--- config.mk ---
export PLATFORM = sky130hd
export DESIGN_NAME = lidar_packet_sync_checksum_top_flat
export DESIGN_NICKNAME = d
export VERILOG_FILES = /design/src/rtl/core/lps_pkg.sv /design/src/rtl/core/lps_if.sv /design/src/rtl/core/lidar_packet_sync_checksum_top.sv /design/src/rtl/core/lps_front.sv /design/src/rtl/core/lps_queue.sv /design/src/rtl/core/lps_back.sv /design/src/flat_wrapper.sv
export SDC_FILE = /design/constraint.sdc
export NUM_CORES = 1
export LEC_CHECK = 0
export BUFFER_PORTS_ARGS = -buffer_cell sky130_fd_sc_hd__buf_4
export CAP_MARGIN = 15
export CORE_MARGIN = 3
export CORE_UTILIZATION = 55
export DETAILED_ROUTE_END_ITERATION = 8
export HOLD_SLACK_MARGIN = 0.1
export PLACE_DENSITY = 0.73
export RECOVER_POWER = 50
export SLEW_MARGIN = 20
export SYNTH_ARGS = -nofsm -noshare
export SYNTH_HDL_FRONTEND = slang
export SYNTH_HIERARCHICAL = 1
export SYNTH_SLANG_ARGS = --single-unit
--- constraint.sdc ---
create_clock -name clk_i -period 15.9 [get_ports clk_i]
set_input_delay 2.385 -clock clk_i [delete_from_list [all_inputs] [get_ports clk_i]]
set_output_delay 2.385 -clock clk_i [all_outputs]
set_load 0.01 [all_outputs]
--- src/rtl/core/lps_pkg.sv ---
// ----------------------------------------------------------------------------
// lps_pkg: shared types and constants for the lidar packet checker
// Window layout, queue sizing and the 15-bit folded checksum function.
// ----------------------------------------------------------------------------
package lps_pkg;

  localparam int WinLen    = 22;
  localparam int WordCount = 10;
  localparam int ChkW      = 15;
  localparam int AccW      = 16 + WordCount + 1;
  localparam int QDepth    = 2;
  localparam int QPtrW     = $clog2(QDepth);
  localparam int QCntW     = $clog2(QDepth + 1);

  localparam logic [7:0]      SyncByte = 8'hFA;
  localparam logic [ChkW-1:0] ChkMask  = 15'h7FFF;

  // byte window, index 0 is the oldest byte
  typedef logic [WinLen-1:0][7:0] win_t;

  // candidate window pushed from the front part
  typedef struct packed {
    logic valid;
    win_t win;
  } lps_push_t;

  // queue status seen by the front and back parts
  typedef struct packed {
    logic full;
    logic head_valid;
  } lps_qstat_t;

  // shifted sum of the ten little-endian words, folded to 15 bits
  function automatic logic [ChkW-1:0] fold_checksum(win_t w);
    logic [AccW-1:0] acc;
    logic [15:0]     wd;
    logic [ChkW:0]   f;
    acc = '0;
    for (int i = 0; i < WordCount; i++) begin
      wd  = {w[2*i+1], w[2*i]};
      acc = acc + (AccW'(wd) << (WordCount - 1 - i));
    end
    f = (ChkW+1)'(acc[ChkW-1:0]) + (ChkW+1)'(acc[AccW-1:ChkW]);
    return f[ChkW-1:0] & ChkMask;
  endfunction

endpackage

--- src/rtl/core/lps_if.sv ---
// ----------------------------------------------------------------------------
// lps_if: stream channels of the lidar packet checker
// Byte input channel and packet result channel with valid/ready handshake.
// ----------------------------------------------------------------------------
interface lps_in_if;
  logic       valid;
  logic       ready;
  logic [7:0] rx_byte;

  modport source (output valid, output rx_byte, input ready);
  modport sink   (input valid, input rx_byte, output ready);
endinterface

interface lps_out_if;
  logic        valid;
  logic        ready;
  logic [7:0]  packet_index;
  logic [15:0] speed_word;
  logic [31:0] sample_zero;
  logic [31:0] sample_one;
  logic [31:0] sample_two;
  logic [31:0] sample_three;
  logic [14:0] check_word;

  modport source (output valid, output packet_index, output speed_word,
                  output sample_zero, output sample_one, output sample_two,
                  output sample_three, output check_word, input ready);
  modport sink   (input valid, input packet_index, input speed_word,
                  input sample_zero, input sample_one, input sample_two,
                  input sample_three, input check_word, output ready);
endinterface

--- src/rtl/core/lidar_packet_sync_checksum_top.sv ---
// ----------------------------------------------------------------------------
// lidar_packet_sync_checksum_top: lidar packet sync and checksum check
// Finds 22-byte packets in a byte stream and passes on those whose folded
// 15-bit checksum matches.
// ----------------------------------------------------------------------------
// The block takes one byte per cycle and keeps the last 22 bytes in a shift
// window. When the oldest byte is 0xFA the window is queued (two entries) and
// the back part checks the queue head combinationally; a matching packet
// passes from the queue entry to the output register once that is free.
// The input stalls only when both queue entries are held by a stalled output
// and the next byte would start a new candidate. The window clears at reset.
module lidar_packet_sync_checksum_top import lps_pkg::*; (
  input  logic      clk_i,
  input  logic      rst_ni,
  lps_in_if.sink    in_i,
  lps_out_if.source out_o
);

  lps_push_t  push;
  lps_qstat_t qstat;
  win_t       head;
  logic       pop;

  lps_front u_front (
    .clk_i      (clk_i),
    .rst_ni     (rst_ni),
    .in_valid_i (in_i.valid),
    .in_byte_i  (in_i.rx_byte),
    .in_ready_o (in_i.ready),
    .qstat_i    (qstat),
    .push_o     (push)
  );

  lps_queue u_queue (
    .clk_i   (clk_i),
    .rst_ni  (rst_ni),
    .push_i  (push),
    .pop_i   (pop),
    .qstat_o (qstat),
    .head_o  (head)
  );

  lps_back u_back (
    .clk_i          (clk_i),
    .rst_ni         (rst_ni),
    .qstat_i        (qstat),
    .head_i         (head),
    .pop_o          (pop),
    .out_valid_o    (out_o.valid),
    .out_ready_i    (out_o.ready),
    .packet_index_o (out_o.packet_index),
    .speed_word_o   (out_o.speed_word),
    .sample_zero_o  (out_o.sample_zero),
    .sample_one_o   (out_o.sample_one),
    .sample_two_o   (out_o.sample_two),
    .sample_three_o (out_o.sample_three),
    .check_word_o   (out_o.check_word)
  );

endmodule

--- src/rtl/core/lps_front.sv ---
// ----------------------------------------------------------------------------
// lps_front: byte window and sync detection
// Shifts each accepted byte into the 22-byte window and pushes the window
// into the queue whenever its oldest byte is the sync byte.
// ----------------------------------------------------------------------------
module lps_front import lps_pkg::*; (
  input  logic       clk_i,
  input  logic       rst_ni,
  input  logic       in_valid_i,
  input  logic [7:0] in_byte_i,
  output logic       in_ready_o,
  input  lps_qstat_t qstat_i,
  output lps_push_t  push_o
);

  win_t window_q, window_d;
  logic sync_next;
  logic accept;

  // byte 1 becomes the oldest byte on the next shift
  assign sync_next  = (window_q[1] == SyncByte);
  assign in_ready_o = !(qstat_i.full && sync_next);
  assign accept     = in_valid_i && in_ready_o;

  // shift in at the top, oldest byte drops out at the bottom
  always_comb begin
    window_d = {in_byte_i, window_q[WinLen-1:1]};
  end

  always_ff @(posedge clk_i or negedge rst_ni) begin
    if (!rst_ni) begin
      window_q <= '0;
    end else if (accept) begin
      window_q <= window_d;
    end
  end

  // candidate packet to the queue
  assign push_o.valid = accept && sync_next;
  assign push_o.win   = window_d;

endmodule

--- src/rtl/core/lps_queue.sv ---
// ----------------------------------------------------------------------------
// lps_queue: candidate window queue
// Two-entry queue that decouples window shifting from the checksum check.
// ----------------------------------------------------------------------------
module lps_queue import lps_pkg::*; (
  input  logic       clk_i,
  input  logic       rst_ni,
  input  lps_push_t  push_i,
  input  logic       pop_i,
  output lps_qstat_t qstat_o,
  output win_t       head_o
);

  win_t             entry_q [QDepth];
  logic [QPtrW-1:0] wr_ptr_q, wr_ptr_d;
  logic [QPtrW-1:0] rd_ptr_q, rd_ptr_d;
  logic [QCntW-1:0] count_q, count_d;
  logic             do_push, do_pop;

  assign qstat_o.full       = (count_q == QCntW'(QDepth));
  assign qstat_o.head_valid = (count_q != '0);
  assign head_o             = entry_q[rd_ptr_q];

  assign do_push = push_i.valid && !qstat_o.full;
  assign do_pop  = pop_i && qstat_o.head_valid;

  // pointer and fill count update
  always_comb begin
    wr_ptr_d = wr_ptr_q;
    rd_ptr_d = rd_ptr_q;
    count_d  = count_q;
    if (do_push) begin
      wr_ptr_d = (wr_ptr_q == QPtrW'(QDepth - 1)) ? '0 : wr_ptr_q + 1'b1;
    end
    if (do_pop) begin
      rd_ptr_d = (rd_ptr_q == QPtrW'(QDepth - 1)) ? '0 : rd_ptr_q + 1'b1;
    end
    if (do_push && !do_pop) begin
      count_d = count_q + 1'b1;
    end else if (do_pop && !do_push) begin
      count_d = count_q - 1'b1;
    end
  end

  always_ff @(posedge clk_i or negedge rst_ni) begin
    if (!rst_ni) begin
      wr_ptr_q <= '0;
      rd_ptr_q <= '0;
      count_q  <= '0;
    end else begin
      wr_ptr_q <= wr_ptr_d;
      rd_ptr_q <= rd_ptr_d;
      count_q  <= count_d;
    end
  end

  // entry storage, no reset needed
  always_ff @(posedge clk_i) begin
    if (do_push) begin
      entry_q[wr_ptr_q] <= push_i.win;
    end
  end

endmodule

--- src/rtl/core/lps_back.sv ---
// ----------------------------------------------------------------------------
// lps_back: checksum check and result register
// Folds the ten words of the queue head, compares with the stored check
// word and loads the packet fields into the output register on a match.
// ----------------------------------------------------------------------------
module lps_back import lps_pkg::*; (
  input  logic        clk_i,
  input  logic        rst_ni,
  input  lps_qstat_t  qstat_i,
  input  win_t        head_i,
  output logic        pop_o,
  output logic        out_valid_o,
  input  logic        out_ready_i,
  output logic [7:0]  packet_index_o,
  output logic [15:0] speed_word_o,
  output logic [31:0] sample_zero_o,
  output logic [31:0] sample_one_o,
  output logic [31:0] sample_two_o,
  output logic [31:0] sample_three_o,
  output logic [14:0] check_word_o
);

  logic [ChkW-1:0] chk;
  logic [15:0]     stored;
  logic            match;
  logic            out_free;
  logic            load;
  logic            out_valid_q, out_valid_d;

  // checksum of the head window
  assign chk    = fold_checksum(head_i);
  assign stored = {head_i[21], head_i[20]};
  assign match  = (stored == {1'b0, chk});

  // a mismatch drops at once, a match waits for a free output register
  assign out_free = !out_valid_q || out_ready_i;
  assign pop_o    = qstat_i.head_valid && (!match || out_free);
  assign load     = qstat_i.head_valid && match && out_free;

  always_comb begin
    out_valid_d = out_valid_q;
    if (load) begin
      out_valid_d = 1'b1;
    end else if (out_ready_i) begin
      out_valid_d = 1'b0;
    end
  end

  always_ff @(posedge clk_i or negedge rst_ni) begin
    if (!rst_ni) begin
      out_valid_q <= 1'b0;
    end else begin
      out_valid_q <= out_valid_d;
    end
  end

  // result payload
  always_ff @(posedge clk_i) begin
    if (load) begin
      packet_index_o <= head_i[1];
      speed_word_o   <= {head_i[3], head_i[2]};
      sample_zero_o  <= {head_i[7], head_i[6], head_i[5], head_i[4]};
      sample_one_o   <= {head_i[11], head_i[10], head_i[9], head_i[8]};
      sample_two_o   <= {head_i[15], head_i[14], head_i[13], head_i[12]};
      sample_three_o <= {head_i[19], head_i[18], head_i[17], head_i[16]};
      check_word_o   <= chk;
    end
  end

  assign out_valid_o = out_valid_q;

endmodule

--- src/flat_wrapper.sv ---
// flat-port wrapper written by rule: the top's interface ports become plain ports
module lidar_packet_sync_checksum_top_flat import lps_pkg::*;
  (clk_i, rst_ni, in_i_valid, in_i_rx_byte, in_i_ready, out_o_valid, out_o_packet_index, out_o_speed_word, out_o_sample_zero, out_o_sample_one, out_o_sample_two, out_o_sample_three, out_o_check_word, out_o_ready);
  lps_in_if in_i_i ();
  lps_out_if out_o_i ();
  input  logic clk_i;
  input  logic rst_ni;
  input wire logic [$bits(in_i_i.valid)-1:0] in_i_valid;
  input wire logic [$bits(in_i_i.rx_byte)-1:0] in_i_rx_byte;
  output wire logic [$bits(in_i_i.ready)-1:0] in_i_ready;
  output wire logic [$bits(out_o_i.valid)-1:0] out_o_valid;
  output wire logic [$bits(out_o_i.packet_index)-1:0] out_o_packet_index;
  output wire logic [$bits(out_o_i.speed_word)-1:0] out_o_speed_word;
  output wire logic [$bits(out_o_i.sample_zero)-1:0] out_o_sample_zero;
  output wire logic [$bits(out_o_i.sample_one)-1:0] out_o_sample_one;
  output wire logic [$bits(out_o_i.sample_two)-1:0] out_o_sample_two;
  output wire logic [$bits(out_o_i.sample_three)-1:0] out_o_sample_three;
  output wire logic [$bits(out_o_i.check_word)-1:0] out_o_check_word;
  input wire logic [$bits(out_o_i.ready)-1:0] out_o_ready;
  assign in_i_i.valid = in_i_valid;
  assign in_i_i.rx_byte = in_i_rx_byte;
  assign in_i_ready = in_i_i.ready;
  assign out_o_valid = out_o_i.valid;
  assign out_o_packet_index = out_o_i.packet_index;
  assign out_o_speed_word = out_o_i.speed_word;
  assign out_o_sample_zero = out_o_i.sample_zero;
  assign out_o_sample_one = out_o_i.sample_one;
  assign out_o_sample_two = out_o_i.sample_two;
  assign out_o_sample_three = out_o_i.sample_three;
  assign out_o_check_word = out_o_i.check_word;
  assign out_o_i.ready = out_o_ready;
  lidar_packet_sync_checksum_top u_core (.clk_i(clk_i), .rst_ni(rst_ni), .in_i(in_i_i), .out_o(out_o_i));
endmodule
# Yosys cells after proc, flatten, opt, wreduce, memory -nomap -nowiden
# Memory sizes are Yosys's and may differ from the RTL's.
# Index checks and enable logic that the tools add are counted.
# word_totals
ff_bits,340
ram_bits,352
out_inout_bits,169
elab_cells,79
mem_count,1
# op_classes
n_addsub,14
n_eq_ne,3
mux,8
reduce_logical,21
# mem_list
memory,words,width,read_ports,rd_ports_with_merged_regs,wr,line,source
u_core.u_queue.entry_q,2,176,1,0,1,lps_queue.sv:14,win_t entry_q [QDepth];
# ops
cell,n
26-bit by 23-bit adder with 27-bit output,1
27-bit by 16-bit adder with 27-bit output,1
27-bit by 17-bit adder with 27-bit output,1
27-bit by 18-bit adder with 27-bit output,1
27-bit by 19-bit adder with 27-bit output,1
27-bit by 20-bit adder with 27-bit output,1
27-bit by 21-bit adder with 27-bit output,1
27-bit by 22-bit adder with 27-bit output,1
25-bit by 24-bit adder with 26-bit output,1
16-bit by 15-bit == test with 1-bit output,1
15-bit by 12-bit adder with 15-bit output,1
1-bit logical AND,10
8-bit == test (second input constant),1
1-bit logical NOT,6
1-bit two-way mux,6
2-bit nonzero test,3
2-bit two-way mux,2
1-bit adder (second input constant),2
2-bit by 1-bit adder with 2-bit output (second input constant),1
2-bit == test (second input constant),1
1-bit logical OR,2
2-bit by 1-bit subtractor with 2-bit output (second input constant),1

# Longest topological paths before layout
# An unclocked memory read counts as a cell.
# depth
word_depth,19
depth_mapped,40
mapped_depth_nobuf,36

# Hierarchy
# The synthesis kept the hierarchy.
# by_module_without_submodules
mod,n_inst,cells_per_inst,area_per_inst_um2,seq_area_each_um2
lps_queue,1,567,13437.9,10670.2
lps_back,1,688,10154.7,5039.8
lps_front,1,374,6384.9,4204.0

# Least setup slack after synthesis
# Ideal clock, no wire load.
# synth_path
path_kind,reg-to-reg
startpoint,register u_core.u_queue.rd_ptr_q
endpoint,"register u_core.u_back.check_word_o[0], enable pin"
setup_time_ns,0.586
arrival_time_ns,12.134
t_required_ns,15.314
slack_ns,3.180
stages_incl_launch_ff,30
n_path_buf,4
period_less_slack_ns,12.720
cell_sequence,dfrtp_1 -> buf_6 -> buf_6 -> buf_6 -> mux2_4 -> fa_1 -> fa_1 -> fa_1 -> fa_1 -> inv_1 -> fa_1 -> inv_1 -> ha_1 -> a21oi_1 -> and3_1 -> o31ai_1 -> a21o_1 -> a2111oi_0 -> a2bb2oi_1 -> ha_1 -> buf_6 -> a21o_1 -> a21o_1 -> a21o_1 -> a311o_2 -> nand2_1 -> xnor2_1 -> or3b_1 -> a2111o_1 -> a21oi_2
# synth_rtl
element,line,source
start: declaration,lps_queue.sv:16,"logic [QPtrW-1:0] rd_ptr_q, rd_ptr_d;"
start signal: assignment,lps_queue.sv:52,rd_ptr_q <= rd_ptr_d;
end signal: assignment,lps_back.sv:66,check_word_o <= chk;
end: declaration,lps_back.sv:20,output logic [14:0] check_word_o

==> reports/qor.txt <==
Status -> finished, violations left
Failing checks -> capacitance limit, slew limit
Highest achievable clock rate -> 0.0783 GHz
Post-CTS sizing -> 0
Syn Nets -> 1828
Delay-heaviest family, CP -> adder cells
First-pass GRT wire length -> 95.1 mm
DR iter-0 viols -> 1341
Setup CP Type -> flip-flop to flip-flop
Synthesized flop and latch total -> 692
HP Start -> u_core/u_front/push_o[141]
Register area -> 19900 µm²
Slew HR -> -136%
Area leader, netlist -> edfxtp_1
Die Width -> 239 µm
DR vias -> 14400
CORE AREA -> 53300 µm²
Async S/R FF share, synth -> 25.0%
Top-count cell post-synth -> edfxtp_1
Area taken by multi-input logic gates -> 8640 µm²
Clock Path Buffers -> 3
Total Wirelength -> 63.4 mm
Syn. warnings -> 6
Initial Util -> 56.3%
Post-synth EDFFs -> 519
Layout cells sized above 1 -> 20.3%
Syn_area_per_cell -> 18.4 µm²
CTS Root Cell -> clkbuf_16
Layout Cells excl Fill -> 2583
Cell repeated most along the worst path -> fa_1
Post-CTS Setup Bufs -> 0
Gate Count Post-Synth -> 1629
# H-tree levels -> 3
Setup violators final -> 0
CP startpoint kind -> flip-flop
Initial antenna violation count -> 3
FF-to-FF Start -> u_core/u_queue/rd_ptr_q
Hold Crit Class -> flip-flop to flip-flop
Slew Limit Fails -> 326
Top-level I/O count -> 181
Die height -> 239 µm
Combinational family with the most area after synthesis -> multiplexers
Primary FF master, synth -> edfxtp_1
Max-cap viol count -> 7
Bufs and invs on worst path -> 4
CP max stage cell -> dfrtp_1
All-Layer GR Usage -> 22.7%
CP Data Required Time -> 16.11 ns
Simple-gate area share of the yosys netlist -> 1.60%
Num CTS Buffers -> 70
Per-cell routed wire length -> 24.6 µm
Final period utilization -> 80.3%
# diodes -> 0
CTS sink cnt -> 692
Total gr overflow -> 0
Post-synth top area share -> 52.0%
Adder-cell share of the synthesized area -> 10.7%
Synth Area in Compound Gates -> 2.22%
Worst-Margin Slew -> 3.54 ns
Synthesized area -> 30000 µm²
Worst-skew pair later-pin latency -> 0.59 ns
Crit path max fanout -> 64
Final net count -> 2041
Cell variety after synth -> 72
Power Density -> 137 nW/µm²
Leak -> 12.9 nW
Pin count of the biggest net entering global routing -> 177
CP max stage delay -> 1.84 ns
Skew final -> 0.0203 ns
CTS Hold Buffers Added -> 0
Worst Path Arrival -> 12.98 ns
DP HPWL -> 43.3 mm
Critical Path Start -> u_core/u_queue/rd_ptr_q
Area contributors post-synth -> edfxtp_1, dfrtp_1, fa_1
Synth top cells by count -> edfxtp_1, dfrtp_1, inv_1
Clock-pin slew of the registers on the worst-case setup and hold paths -> 0.06 ns
Final Wtd Congestion -> 0.847
Routed vias/inst -> 5.59
Vias in the first global route -> 14900
Crit end category -> flip-flop
Synth Area in XOR/XNOR -> 1.38%
P&R area growth vs syn -> 12.5%
DIE AREA -> 57300 µm²
Number of cells in the design after placement -> 2458
Number of routed nets with antenna violations -> 0
Row count -> 84
Fin. Hold Viols -> 0
Final Critical Period -> 12.77 ns
Total Negative Setup Slacks -> 0 ns
Portion of netlist area occupied by mux cells -> 14.5%
RSZ-0062 raised after global routing -> false
Peak supply drop -> 0.0935 mV
Number of fill cells -> 3781
IO buf count -> 180
Drt first pass iters -> 5
TritonCTS clock tree -> yes
DR DRC count -> 0
Sequential share of the synthesized area -> 66.4%
==> final cells by class <==
cell class / count / area share (%)
flip-flops and latches: 692 / 59.0
repair buffers: 194 / 4.19
clock inverters: 28 / 1.18
well taps: 688 / 2.55
inverters: 131 / 1.46
clock buffers: 97 / 5.98
multi-input cells: 753 / 25.6
==> through the flow <==
step / area (µm²) / power (mW) / utilization [%] / setup slack (ns) / hold WS [ns]
final: 33700 / 4.61 / 63.3 / 3.13 / 0.476
after global routing: 33700 / 4.80 / 63.3 / 2.36 / 0.497
after CTS: 34300 / 4.65 / 64.3 / 4.27 / 0.471
after detailed placement: 31900 / 2.93 / 59.8 / 4.33 / 0.473
after global placement: 31900 / 2.90 / 59.8 / 4.65 / 0.466
after floorplan: 30000 / 2.74 / - / 3.18 / 0.451
==> worst register-to-register path, stage by stage (launching register included) <==
cell and delay, ns:
dfrtp_1 1.84, clkbuf_1 1.17, mux2_1 0.48, fa_1 0.55, fa_1 0.63, fa_1 0.46
fa_1 0.54, inv_1 0.05, fa_1 0.50, inv_1 0.04, ha_1 0.35, a21oi_1 0.29
and3_1 0.21, o31ai_1 0.12, a21o_1 0.25, a2111oi_0 0.63, a2bb2oi_1 0.25, ha_1 0.36
and3_1 0.28, and3_1 0.20, a21o_1 0.17, a311o_2 0.37, nand2_1 0.11, xnor2_1 0.13
or3b_1 0.38, a2111o_1 0.47, a21oi_4 0.67, buf_4 0.85
==> cells in the final DEF (no fill, tap or decap), types with 10 or more instances in the layout <==
| master | instances |
|---|---|
| edfxtp_1 | 519 |
| dfrtp_1 | 173 |
| clkbuf_16 | 73 |
| fa_1 | 116 |
| mux2_2 | 78 |
| clkbuf_1 | 30 |
| bufinv_16 | 10 |
| xor2_1 | 14 |
| buf_4 | 176 |
| mux2_1 | 259 |
| a21oi_1 | 21 |
| nor2_1 | 23 |
| xnor2_1 | 30 |
| clkbuf_8 | 10 |
| inv_1 | 131 |
| nand2_1 | 16 |
| ha_1 | 71 |
==> logic make-up after synthesis <==
kind of cell,count (synthesis)
mux,342
flops,692
xor+xnor,45
simple gates,90
fa+ha+maj,187
buf+inv,184
compound gates,89
==> routing by layer <==
metal | up-vias | global-route usage, % | share of wire, %
li1 | 6388 | - | -
met1 | 7535 | 32.3 | 44
met2 | 409 | 35.9 | 48
met3 | 95 | 3.67 | 5.2
met4 | 2 | 8.48 | 3.0
met5 | - | 0 | 0.020
==> report_power, final <==
part           leakage (nW)  internal (mW)  switching (mW)
Combinational          4.96          0.228           0.243
Sequential             6.77           2.23           0.206
Clock                  1.18           1.05           0.658
==> registers in the layout, indices dropped and copies added (netlist names) <==
register / flops
u_core/u_back/sample_two_o: 32
u_core/u_back/speed_word_o: 16
u_core/u_back/sample_one_o: 32
u_core/u_queue/count_q: 2
u_core/u_queue/wr_ptr_q: 1
u_core/u_back/packet_index_o: 8
u_core/u_front/push_o: 168
u_core/u_queue/entry_q: 352
u_core/u_back/check_word_o: 15
u_core/u_back/out_valid_o: 1
u_core/u_back/sample_zero_o: 32
u_core/u_back/sample_three_o: 32
u_core/u_queue/rd_ptr_q: 1
==> final timing paths <==
| check | slack [ns] | endpoint | cells past startpoint |
|---|---|---|---|
| max | 3.13 | u_core/u_back/sample_one_o[3] | 27 |
| min | 0.48 | u_core/u_queue/entry_q[1][141] | 0 |
| max reg2reg | 3.13 | u_core/u_back/sample_one_o[3] | 27 |
| min reg2reg | 0.48 | u_core/u_queue/entry_q[1][141] | 0 |
| max in group asynchronous | 8.32 | u_core/u_front/push_o[136] | 2 |
| min in group asynchronous | 2.94 | u_core/u_front/push_o[35] | 1 |
No activity file was read; power rests on OpenSTA's default activity.
